File: src/mtrr_pkg.sv
package mtrr_pkg;

   localparam int MAX_RANGES_DEFAULT = 16;

   localparam int FRAME_W = 40;
   localparam int PAGE_W = 18;
   localparam int KIND_W = 8;
   localparam int ADDR_W = 52;
   localparam int LAST_W = 53;
   localparam int FRAME_SHIFT = 12;
   localparam int PAGE_SHIFT = 21;
   localparam int PAGE_ADDR_W = PAGE_W + PAGE_SHIFT;
   localparam int REQ_DATA_W = 112;
   localparam int RSP_DATA_W = 16;

   localparam logic [KIND_W-1:0] TYPE_UNCACHEABLE = 8'd0;
   localparam logic [KIND_W-1:0] TYPE_WRITE_BACK = 8'd6;

   typedef enum logic [1:0] {
      STATUS_OK = 2'd0,
      STATUS_FULL = 2'd1,
      STATUS_ZERO_MASK = 2'd2
   } status_type;

   typedef enum logic [2:0] {
      ITEM_LOAD_SKIP,
      ITEM_LOAD_ZERO,
      ITEM_LOAD_STORE,
      ITEM_QUERY_ZERO,
      ITEM_QUERY
   } item_class_type;

   typedef struct packed {
      item_class_type kind_class;
      logic [ADDR_W-1:0] start;
      logic [ADDR_W-1:0] span;
      logic [KIND_W-1:0] mem_kind;
      logic [PAGE_W-1:0] page;
   } item_type;

endpackage

File: src/mtrr_front.sv
module mtrr_front
   import mtrr_pkg::*;
(
   input  logic                  req_tvalid,
   output logic                  req_tready,
   input  logic                  req_tuser,
   input  logic [REQ_DATA_W-1:0] req_tdata,
   input  logic                  q_full,
   output logic                  q_push,
   output item_type              q_item
);

   logic [FRAME_W-1:0] base_frame;
   logic [FRAME_W-1:0] mask_frame;
   logic range_valid;
   logic [KIND_W-1:0] range_type;
   logic [PAGE_W-1:0] page_number;
   logic [FRAME_W-1:0] low_minus_one;

   assign base_frame = req_tdata[39:0];
   assign mask_frame = req_tdata[79:40];
   assign range_valid = req_tdata[80];
   assign range_type = req_tdata[88:81];
   assign page_number = req_tdata[106:89];

   assign low_minus_one = (mask_frame ^ (mask_frame - FRAME_W'(1))) >> 1;

   assign req_tready = !q_full;
   assign q_push = req_tvalid && !q_full;

   always_comb begin
      q_item.start = {base_frame, {FRAME_SHIFT{1'b0}}};
      q_item.span = {low_minus_one, {FRAME_SHIFT{1'b1}}};
      q_item.mem_kind = range_type;
      q_item.page = page_number;
      if (req_tuser) begin
         if (page_number == '0) begin
            q_item.kind_class = ITEM_QUERY_ZERO;
         end else begin
            q_item.kind_class = ITEM_QUERY;
         end
      end else if (!range_valid || range_type == TYPE_WRITE_BACK) begin
         q_item.kind_class = ITEM_LOAD_SKIP;
      end else if (mask_frame == '0) begin
         q_item.kind_class = ITEM_LOAD_ZERO;
      end else begin
         q_item.kind_class = ITEM_LOAD_STORE;
      end
   end

endmodule

File: src/mtrr_queue.sv
module mtrr_queue
   import mtrr_pkg::*;
(
   input  logic     clock,
   input  logic     reset,
   input  logic     push,
   input  item_type push_item,
   output logic     full,
   input  logic     pop,
   output logic     valid,
   output item_type pop_item
);

   item_type slot_ff [2];
   logic wr_ptr_ff;
   logic rd_ptr_ff;
   logic [1:0] count_ff;

   assign full = (count_ff == 2'd2);
   assign valid = (count_ff != 2'd0);
   assign pop_item = slot_ff[rd_ptr_ff];

   always_ff @(posedge clock) begin
      if (push) begin
         slot_ff[wr_ptr_ff] <= push_item;
      end
   end

   always_ff @(posedge clock) begin
      if (reset) begin
         wr_ptr_ff <= 1'b0;
         rd_ptr_ff <= 1'b0;
         count_ff <= 2'd0;
      end else begin
         if (push) begin
            wr_ptr_ff <= !wr_ptr_ff;
         end
         if (pop) begin
            rd_ptr_ff <= !rd_ptr_ff;
         end
         case ({push, pop})
            2'b10: count_ff <= count_ff + 2'd1;
            2'b01: count_ff <= count_ff - 2'd1;
            default: count_ff <= count_ff;
         endcase
      end
   end

endmodule

File: src/mtrr_back.sv
module mtrr_back
   import mtrr_pkg::*;
#(
   parameter int MAX_RANGES = MAX_RANGES_DEFAULT
) (
   input  logic                  clock,
   input  logic                  reset,
   input  logic                  q_valid,
   input  item_type              q_item,
   output logic                  q_pop,
   output logic                  rsp_tvalid,
   input  logic                  rsp_tready,
   output logic [RSP_DATA_W-1:0] rsp_tdata
);

   localparam int CNT_W = $clog2(MAX_RANGES + 1);
   localparam int IDX_W = (MAX_RANGES > 1) ? $clog2(MAX_RANGES) : 1;

   typedef enum logic [1:0] {
      ST_IDLE,
      ST_EXEC,
      ST_SCAN
   } state_type;

   state_type state_ff;
   item_type cur_ff;
   logic [CNT_W-1:0] count_ff;
   logic [CNT_W-1:0] scan_idx_ff;
   logic pend_ff;
   logic [KIND_W-1:0] kind_ff;
   logic rsp_valid_ff;
   logic [KIND_W-1:0] rsp_type_ff;
   status_type rsp_status_ff;

   logic [ADDR_W-1:0] range_start_ff [MAX_RANGES];
   logic [LAST_W-1:0] range_last_ff [MAX_RANGES];
   logic [KIND_W-1:0] range_kind_ff [MAX_RANGES];
   logic [ADDR_W-1:0] rd_start_ff;
   logic [LAST_W-1:0] rd_last_ff;
   logic [KIND_W-1:0] rd_kind_ff;

   logic [LAST_W-1:0] new_last;
   logic table_full;
   logic do_write;
   logic issue;
   logic [PAGE_ADDR_W-1:0] page_first;
   logic [PAGE_ADDR_W-1:0] page_last;
   logic hit;

   assign q_pop = (state_ff == ST_IDLE) && q_valid && !rsp_valid_ff;
   assign new_last = {1'b0, cur_ff.start} + {1'b0, cur_ff.span};
   assign table_full = (count_ff == CNT_W'(MAX_RANGES));
   assign do_write = (state_ff == ST_EXEC) && (cur_ff.kind_class == ITEM_LOAD_STORE)
                     && !table_full;
   assign issue = (state_ff == ST_SCAN) && (scan_idx_ff < count_ff);
   assign page_first = {cur_ff.page, {PAGE_SHIFT{1'b0}}};
   assign page_last = {cur_ff.page, {PAGE_SHIFT{1'b1}}};
   assign hit = pend_ff && (LAST_W'(page_first) <= rd_last_ff)
                && (ADDR_W'(page_last) >= rd_start_ff);

   assign rsp_tvalid = rsp_valid_ff;
   assign rsp_tdata = {{(RSP_DATA_W - KIND_W - 2){1'b0}}, rsp_status_ff, rsp_type_ff};

   always_ff @(posedge clock) begin
      if (do_write) begin
         range_start_ff[count_ff[IDX_W-1:0]] <= cur_ff.start;
         range_last_ff[count_ff[IDX_W-1:0]] <= new_last;
         range_kind_ff[count_ff[IDX_W-1:0]] <= cur_ff.mem_kind;
      end
      rd_start_ff <= range_start_ff[scan_idx_ff[IDX_W-1:0]];
      rd_last_ff <= range_last_ff[scan_idx_ff[IDX_W-1:0]];
      rd_kind_ff <= range_kind_ff[scan_idx_ff[IDX_W-1:0]];
   end

   always_ff @(posedge clock) begin
      if (reset) begin
         state_ff <= ST_IDLE;
         count_ff <= '0;
         scan_idx_ff <= '0;
         pend_ff <= 1'b0;
         rsp_valid_ff <= 1'b0;
      end else begin
         if (rsp_valid_ff && rsp_tready) begin
            rsp_valid_ff <= 1'b0;
         end
         case (state_ff)
            ST_IDLE: begin
               if (q_pop) begin
                  cur_ff <= q_item;
                  state_ff <= ST_EXEC;
               end
            end
            ST_EXEC: begin
               rsp_type_ff <= TYPE_UNCACHEABLE;
               case (cur_ff.kind_class)
                  ITEM_LOAD_ZERO: begin
                     rsp_status_ff <= STATUS_ZERO_MASK;
                     rsp_valid_ff <= 1'b1;
                     state_ff <= ST_IDLE;
                  end
                  ITEM_LOAD_STORE: begin
                     if (table_full) begin
                        rsp_status_ff <= STATUS_FULL;
                     end else begin
                        rsp_status_ff <= STATUS_OK;
                        count_ff <= count_ff + CNT_W'(1);
                     end
                     rsp_valid_ff <= 1'b1;
                     state_ff <= ST_IDLE;
                  end
                  ITEM_QUERY: begin
                     rsp_status_ff <= STATUS_OK;
                     scan_idx_ff <= '0;
                     pend_ff <= 1'b0;
                     kind_ff <= TYPE_WRITE_BACK;
                     state_ff <= ST_SCAN;
                  end
                  default: begin
                     rsp_status_ff <= STATUS_OK;
                     rsp_valid_ff <= 1'b1;
                     state_ff <= ST_IDLE;
                  end
               endcase
            end
            ST_SCAN: begin
               if (issue) begin
                  scan_idx_ff <= scan_idx_ff + CNT_W'(1);
               end
               if (hit && rd_kind_ff == TYPE_UNCACHEABLE) begin
                  rsp_type_ff <= TYPE_UNCACHEABLE;
                  rsp_status_ff <= STATUS_OK;
                  rsp_valid_ff <= 1'b1;
                  pend_ff <= 1'b0;
                  state_ff <= ST_IDLE;
               end else begin
                  pend_ff <= issue;
                  if (hit) begin
                     kind_ff <= rd_kind_ff;
                  end
                  if (!pend_ff && !issue) begin
                     rsp_type_ff <= kind_ff;
                     rsp_status_ff <= STATUS_OK;
                     rsp_valid_ff <= 1'b1;
                     state_ff <= ST_IDLE;
                  end
               end
            end
            default: state_ff <= ST_IDLE;
         endcase
      end
   end

   a_count_bound: assert property (@(posedge clock) disable iff (reset)
      count_ff <= CNT_W'(MAX_RANGES))
      else $error("range count exceeds table depth");

   a_scan_bound: assert property (@(posedge clock) disable iff (reset)
      state_ff == ST_SCAN |-> scan_idx_ff <= count_ff)
      else $error("scan index beyond stored ranges");

   a_pop_free: assert property (@(posedge clock) disable iff (reset)
      q_pop |-> !rsp_valid_ff)
      else $error("item started while a word is still pending");

   a_rsp_source: assert property (@(posedge clock) disable iff (reset)
      $rose(rsp_valid_ff) |-> $past(state_ff) != ST_IDLE)
      else $error("word produced without an item in progress");

endmodule

File: src/mtrr_page_memory_type_resolver_core.sv
// Memory type resolver for 2MB pages built from variable-range MTRR pairs.
// The request stream carries one word per item. req_tuser selects the
// operation: low loads one base/mask pair, high queries the type of a page.
// Every request produces exactly one response word, in request order, that
// holds the resolved memory type (zero for loads) and a status code.
// A front stage classifies each word and pushes it into a two-entry queue;
// a back stage pops the queue and updates or scans the range table.
// A load, or a query of page zero, is answered straight from the execute state.
// Any other query scans the stored ranges: the back stage compares one table
// entry per cycle and stops early at an uncacheable hit. The back stage takes
// the next item only after the previous response has been taken.
// The front keeps accepting words while the queue has room, even when a
// response waits in the output register. When the receiver stalls, the back
// stage holds off popping the queue, so the queue fills and req_tready drops.
// Reset empties the range table and the queue and clears the response.
module mtrr_page_memory_type_resolver_core
   import mtrr_pkg::*;
#(
   parameter int MAX_RANGES = MAX_RANGES_DEFAULT
) (
   input  logic                  clock,
   input  logic                  reset,
   input  logic                  req_tvalid,
   output logic                  req_tready,
   // operation
   input  logic                  req_tuser,
   // base_frame, mask_frame, range_valid, range_type, page_number, zero fill
   input  logic [REQ_DATA_W-1:0] req_tdata,
   output logic                  rsp_tvalid,
   input  logic                  rsp_tready,
   // memory_type, status, zero fill
   output logic [RSP_DATA_W-1:0] rsp_tdata
);

   logic q_push;
   logic q_full;
   logic q_pop;
   logic q_valid;
   item_type push_item;
   item_type pop_item;

   mtrr_front u_front (
      .req_tvalid (req_tvalid),
      .req_tready (req_tready),
      .req_tuser  (req_tuser),
      .req_tdata  (req_tdata),
      .q_full     (q_full),
      .q_push     (q_push),
      .q_item     (push_item)
   );

   mtrr_queue u_queue (
      .clock     (clock),
      .reset     (reset),
      .push      (q_push),
      .push_item (push_item),
      .full      (q_full),
      .pop       (q_pop),
      .valid     (q_valid),
      .pop_item  (pop_item)
   );

   mtrr_back #(
      .MAX_RANGES (MAX_RANGES)
   ) u_back (
      .clock      (clock),
      .reset      (reset),
      .q_valid    (q_valid),
      .q_item     (pop_item),
      .q_pop      (q_pop),
      .rsp_tvalid (rsp_tvalid),
      .rsp_tready (rsp_tready),
      .rsp_tdata  (rsp_tdata)
   );

endmodule

File: config.mk
export PLATFORM = sky130hd
export DESIGN_NAME = mtrr_page_memory_type_resolver_core
export DESIGN_NICKNAME = d
export VERILOG_FILES = /design/src/mtrr_pkg.sv /design/src/mtrr_front.sv /design/src/mtrr_queue.sv /design/src/mtrr_back.sv /design/src/mtrr_page_memory_type_resolver_core.sv
export SDC_FILE = /design/constraint.sdc
export NUM_CORES = 1
export LEC_CHECK = 0
export ABC_CLOCK_PERIOD_IN_PS = 7400
export BUFFER_PORTS_ARGS = -buffer_cell sky130_fd_sc_hd__buf_2
export CORE_MARGIN = 2
export CORE_UTILIZATION = 30
export CTS_CLUSTER_SIZE = 40
export DETAILED_ROUTE_END_ITERATION = 10
export HOLD_SLACK_MARGIN = 0.1
export PLACE_DENSITY = 0.55
export SETUP_SLACK_MARGIN = 0.1
export SYNTH_ARGS = -nofsm -noshare
export SYNTH_HDL_FRONTEND = slang
export SYNTH_SLANG_ARGS = --single-unit
File: constraint.sdc
create_clock -name clock -period 7.4 [get_ports clock]
set_input_delay 1.48 -clock clock [delete_from_list [all_inputs] [get_ports clock]]
set_output_delay 1.48 -clock clock [all_outputs]
set_load 0.005 [all_outputs]
==> results by group <==
Outcome
  – Status: completed

Global route
  – Overall Global Routing Usage: 13.32%
  – Vias in the first global route: 28607
  – Initial antenna violation count: 10
  – First-pass GRT wire length: 197.3 mm
  – Largest net degree at the start of global routing: 115
  – Gr ovfl total: 0

STA
  – Setup TNS: 0 ns
  – Setup clock skew after layout: about 0.035 ns
  – Fmax: 0.2272 GHz
  – Final setup viols: 0
  – Tmin final: 4.402 ns
  – Unrepaired setup endpoints after global routing: false
  – Hold Slack: 0.5046 ns
  – Slew @ Worst Pin: between 1 and 1.5 ns
  – Max-slew headroom: 11.44%
  – Hold Vio Cnt, Final: 0
  – Max Slew Vio Count: 0
  – Final period utilization: 59.48%

Final layout
  – Syn-to-layout area delta: 15.85%
  – Nets@finish: 3176
  – Layout cells sized above 1: 29.37%

Floorplanning
  – Die W: 450.8 µm
  – Total die area: 203200 µm²
  – I/O pin count: 135
  – Rows: ~160
  – Initial Util: 30.27%
  – Core area: 197800 µm²
  – Die height: 450.8 µm

Logic synthesis
  – Seq/Total Area, Yosys: around 77%
  – Mapped Area: 59880 µm²
  – Area contributors post-synth: edfxtp_1 74%, mux4_2 13%, dfxtp_1 3.0%
  – Yosys reg bits: between 1500 and 2000
  – Count leader, synth: edfxtp_1
  – Post-synth EDFFs: 1478
  – Top FF cell, synth: edfxtp_1
  – Synthesized area per cell: between 20 and 25 µm²
  – Library cells used by synthesis: 67
  – Warnings from Yosys: 0
  – Cells after Synth: 2736
  – Area share of the largest cell type after synthesis: 74.11%
  – FFs w/ async S/R, synth: 0%
  – Largest area contributor in the netlist: edfxtp_1
  – Top cells by instance count after synthesis: 1478 x edfxtp_1, 355 x mux4_2, 108 x mux2_2, 89 x dfxtp_1, 86 x ha_1

Run
  – Maxcap violations: 0

Placement
  – Dpl hpwl: 74.50 mm
  – Placer Congestion: 0.7424
  – Port Buf Inserts: 123

Route
  – Via Count: 27544
  – Detail Route Antenna Nets: 0
  – First DRT Iteration DRCs: 2352
  – Wirelength per Cell: between 20 and 25 µm
  – 1st-pass router iterations: 5
  – Routed Wire Length: 137.0 mm
  – # DRC: 0
  – Via density: 4.788

Pwr
  – Sequential Power Share: 49.6%
  – Net Switching: 0.006286 W
  – Pwr dens: 341.6 nW/µm²
  – Static Leakage: 21.69 nW
  – Clock power frac: between 30% and 40%
  – Switching Fraction: 26.52%
  – Internal Pwr Total: around 0.017 W
  – Logic pwr share: 17.3%
  – Peak supply drop: around 0.0002 V

Clock network
  – Total CTS buffers: 162
  – CTS clk-pin slew, worst paths: 0.06 ns
  – # Post-CTS Setup Buffers: 0
  – Hold-fix buffers, CTS: 0
  – CTS tree: built
  – Htree depth: 4
  – Later-pin clock latency in the skew report: around 0.8 ns
  – Root buffer cell: clkbuf_16
  – Clk buf depth: 3
  – Clk sinks: 1567
  – Post-CTS sizing: 0

Setup path
  – CP Capture Type: register
  – Worst setup path class: register to register
  – Reg2Reg Depth: 8
  – Worst setup SP type: register
  – Critical path fanouts, max: 37
  – Worst flop-to-flop path startpoint: u_back.state_ff[1]
  – Flop2flop setup slack: 3.00 ns
  – Worst EP arrival: 4.81 ns
  – Critical path required time: 7.81 ns
  – Reg-to-reg critical path endpoint: u_back.range_start_ff[3][30]

Hold path
  – WHS Path Cells: 2
  – WHS Endpoint: u_back.state_ff[1]
  – HP Start: u_back.state_ff[1]
  – Worst Hold Class: register to register
-- cell families (layout without fill, tap and decap cells) --
| family | after synthesis | after routing | synth area share [%] |
|---|---|---|---|
| buffers and inverters | 171 | 542 | 1.112 |
| xor gates and xnor gates | 36 | 36 | 0.5265 |
| AOI/OAI and AO/OA | 149 | 149 | 1.672 |
| DFF | 1567 | 1567 | 77.09 |
| adders and majority gates | 86 | 86 | 1.797 |
| other | 1 | 7 | 0.006262 |
| muxes | 466 | 466 | 15.43 |
| and+or+nand+nor | 260 | 260 | 2.365 |
-- through the flow --
step / cell area [µm²] / std cells / total power [W] / util [%] / worst slack (ns)
final: 69370 / 5753 / 0.02370 / 35.07 / 2.998
after detailed placement: 64180 / 5448 / 0.01609 / 32.44 / 2.781
after floorplan: 59910 / 2741 / 0.01456 / - / 0.1262
after global placement: 64180 / 5448 / 0.01600 / 32.44 / 2.865
after CTS: 69350 / 5751 / 0.02398 / 35.06 / 2.917
after global routing: 69370 / 5752 / 0.02473 / 35.07 / 2.754
-- worst max path at each step --
stage	from	to	cells after the start
after floorplan	u_back.state_ff[1]	u_back.range_kind_ff[1][0]	7
after global placement	req_tdata[48]	u_queue.slot_ff[0][64]	9
after detailed placement	req_tdata[44]	u_queue.slot_ff[1][64]	9
after CTS	u_back.state_ff[1]	u_back.range_start_ff[3][27]	8
after global routing	u_back.cur_ff[107]	u_back.range_last_ff[14][51]	10
final	u_back.state_ff[1]	u_back.range_start_ff[3][30]	8
-- state kept, by name, summed over array words and instances (netlist names) --
| register | count |
|---|---|
| u_back.state_ff | 2 |
| u_back.cur_ff | 108 |
| u_back.range_last_ff | 512 |
| u_queue.slot_ff | 216 |
| u_back.rsp_type_ff | 8 |
| u_back.rd_kind_ff | 8 |
| u_queue.rd_ptr_ff | 1 |
| u_queue.wr_ptr_ff | 1 |
| u_back.count_ff | 5 |
| u_back.range_kind_ff | 128 |
| u_back.scan_idx_ff | 5 |
| u_queue.count_ff | 2 |
| u_back.range_start_ff | 496 |
| u_back.pend_ff | 1 |
| u_back.rd_start_ff | 31 |
| u_back.rsp_status_ff | 2 |
| u_back.rsp_tvalid | 1 |
| u_back.rd_last_ff | 32 |
| u_back.kind_ff | 8 |
-- worst max-delay path, cell delays in order (launching register included) --
cell     delay [ns]
dfxtp_1        0.33
inv_1          0.08
ha_1           0.24
inv_1          0.11
or4b_2         0.62
a31oi_1        0.56
nand2_1        0.44
nor3_4         0.79
buf_4          0.78
-- area by class of cell --
class                           count  area (µm²)
Multi-Input combinational cell   1003       13270
Antenna cell                        1       2.502
Sequential cell                  1567       46180
Timing Repair Buffer              177        1209
Tap cell                         2640        3303
Inverter                           62       232.7
Clock buffer                      222        4461
Clock inverter                     81       713.2
Fill cell                       18408      128500
-- power by group through the flow --
stage	combinational, W	sequential [W]	clock [W]
3_5_place_dp	0.00414	0.0119	0
5_1_grt	0.00449	0.0118	0.00843
6_report	0.00409	0.0117	0.00786
4_1_cts	0.00416	0.0118	0.00806
3_3_place_gp	0.00408	0.0119	0
2_1_floorplan	0.00287	0.0117	0
-- routing by layer --
metal	share of wire [%]	track usage [%]
met3	5.1	2.522
met2	50	22.53
met1	42	17.37
met5	0.051	0
met4	2.5	3.951
-- cells in the final DEF, fill, tap and decap left out, types with 6 or more instances in the layout --
cell,count
clkinv_1,30
clkinv_2,23
nand3_1,14
conb_1,6
clkbuf_16,163
nor3_1,25
or3_1,8
nor2_4,14
dfxtp_1,84
clkbuf_1,43
xor2_1,9
a21oi_1,39
nand2b_1,9
nor4_1,22
xnor2_1,22
and3_1,14
a31oi_1,7
edfxtp_1,1478
a21o_1,27
nor2_1,54
buf_4,39
buf_12,15
mux2_2,108
o211ai_1,6
bufinv_16,6
mux4_2,355
and2_1,8
ha_1,86
nand4_1,12
o21ai_0,19
clkbuf_8,16
nand2_1,32
nor2b_1,7
a211oi_1,9
buf_2,123
inv_1,62
nor3b_1,6
Note: power is estimated with default switching activity, not from simulation.
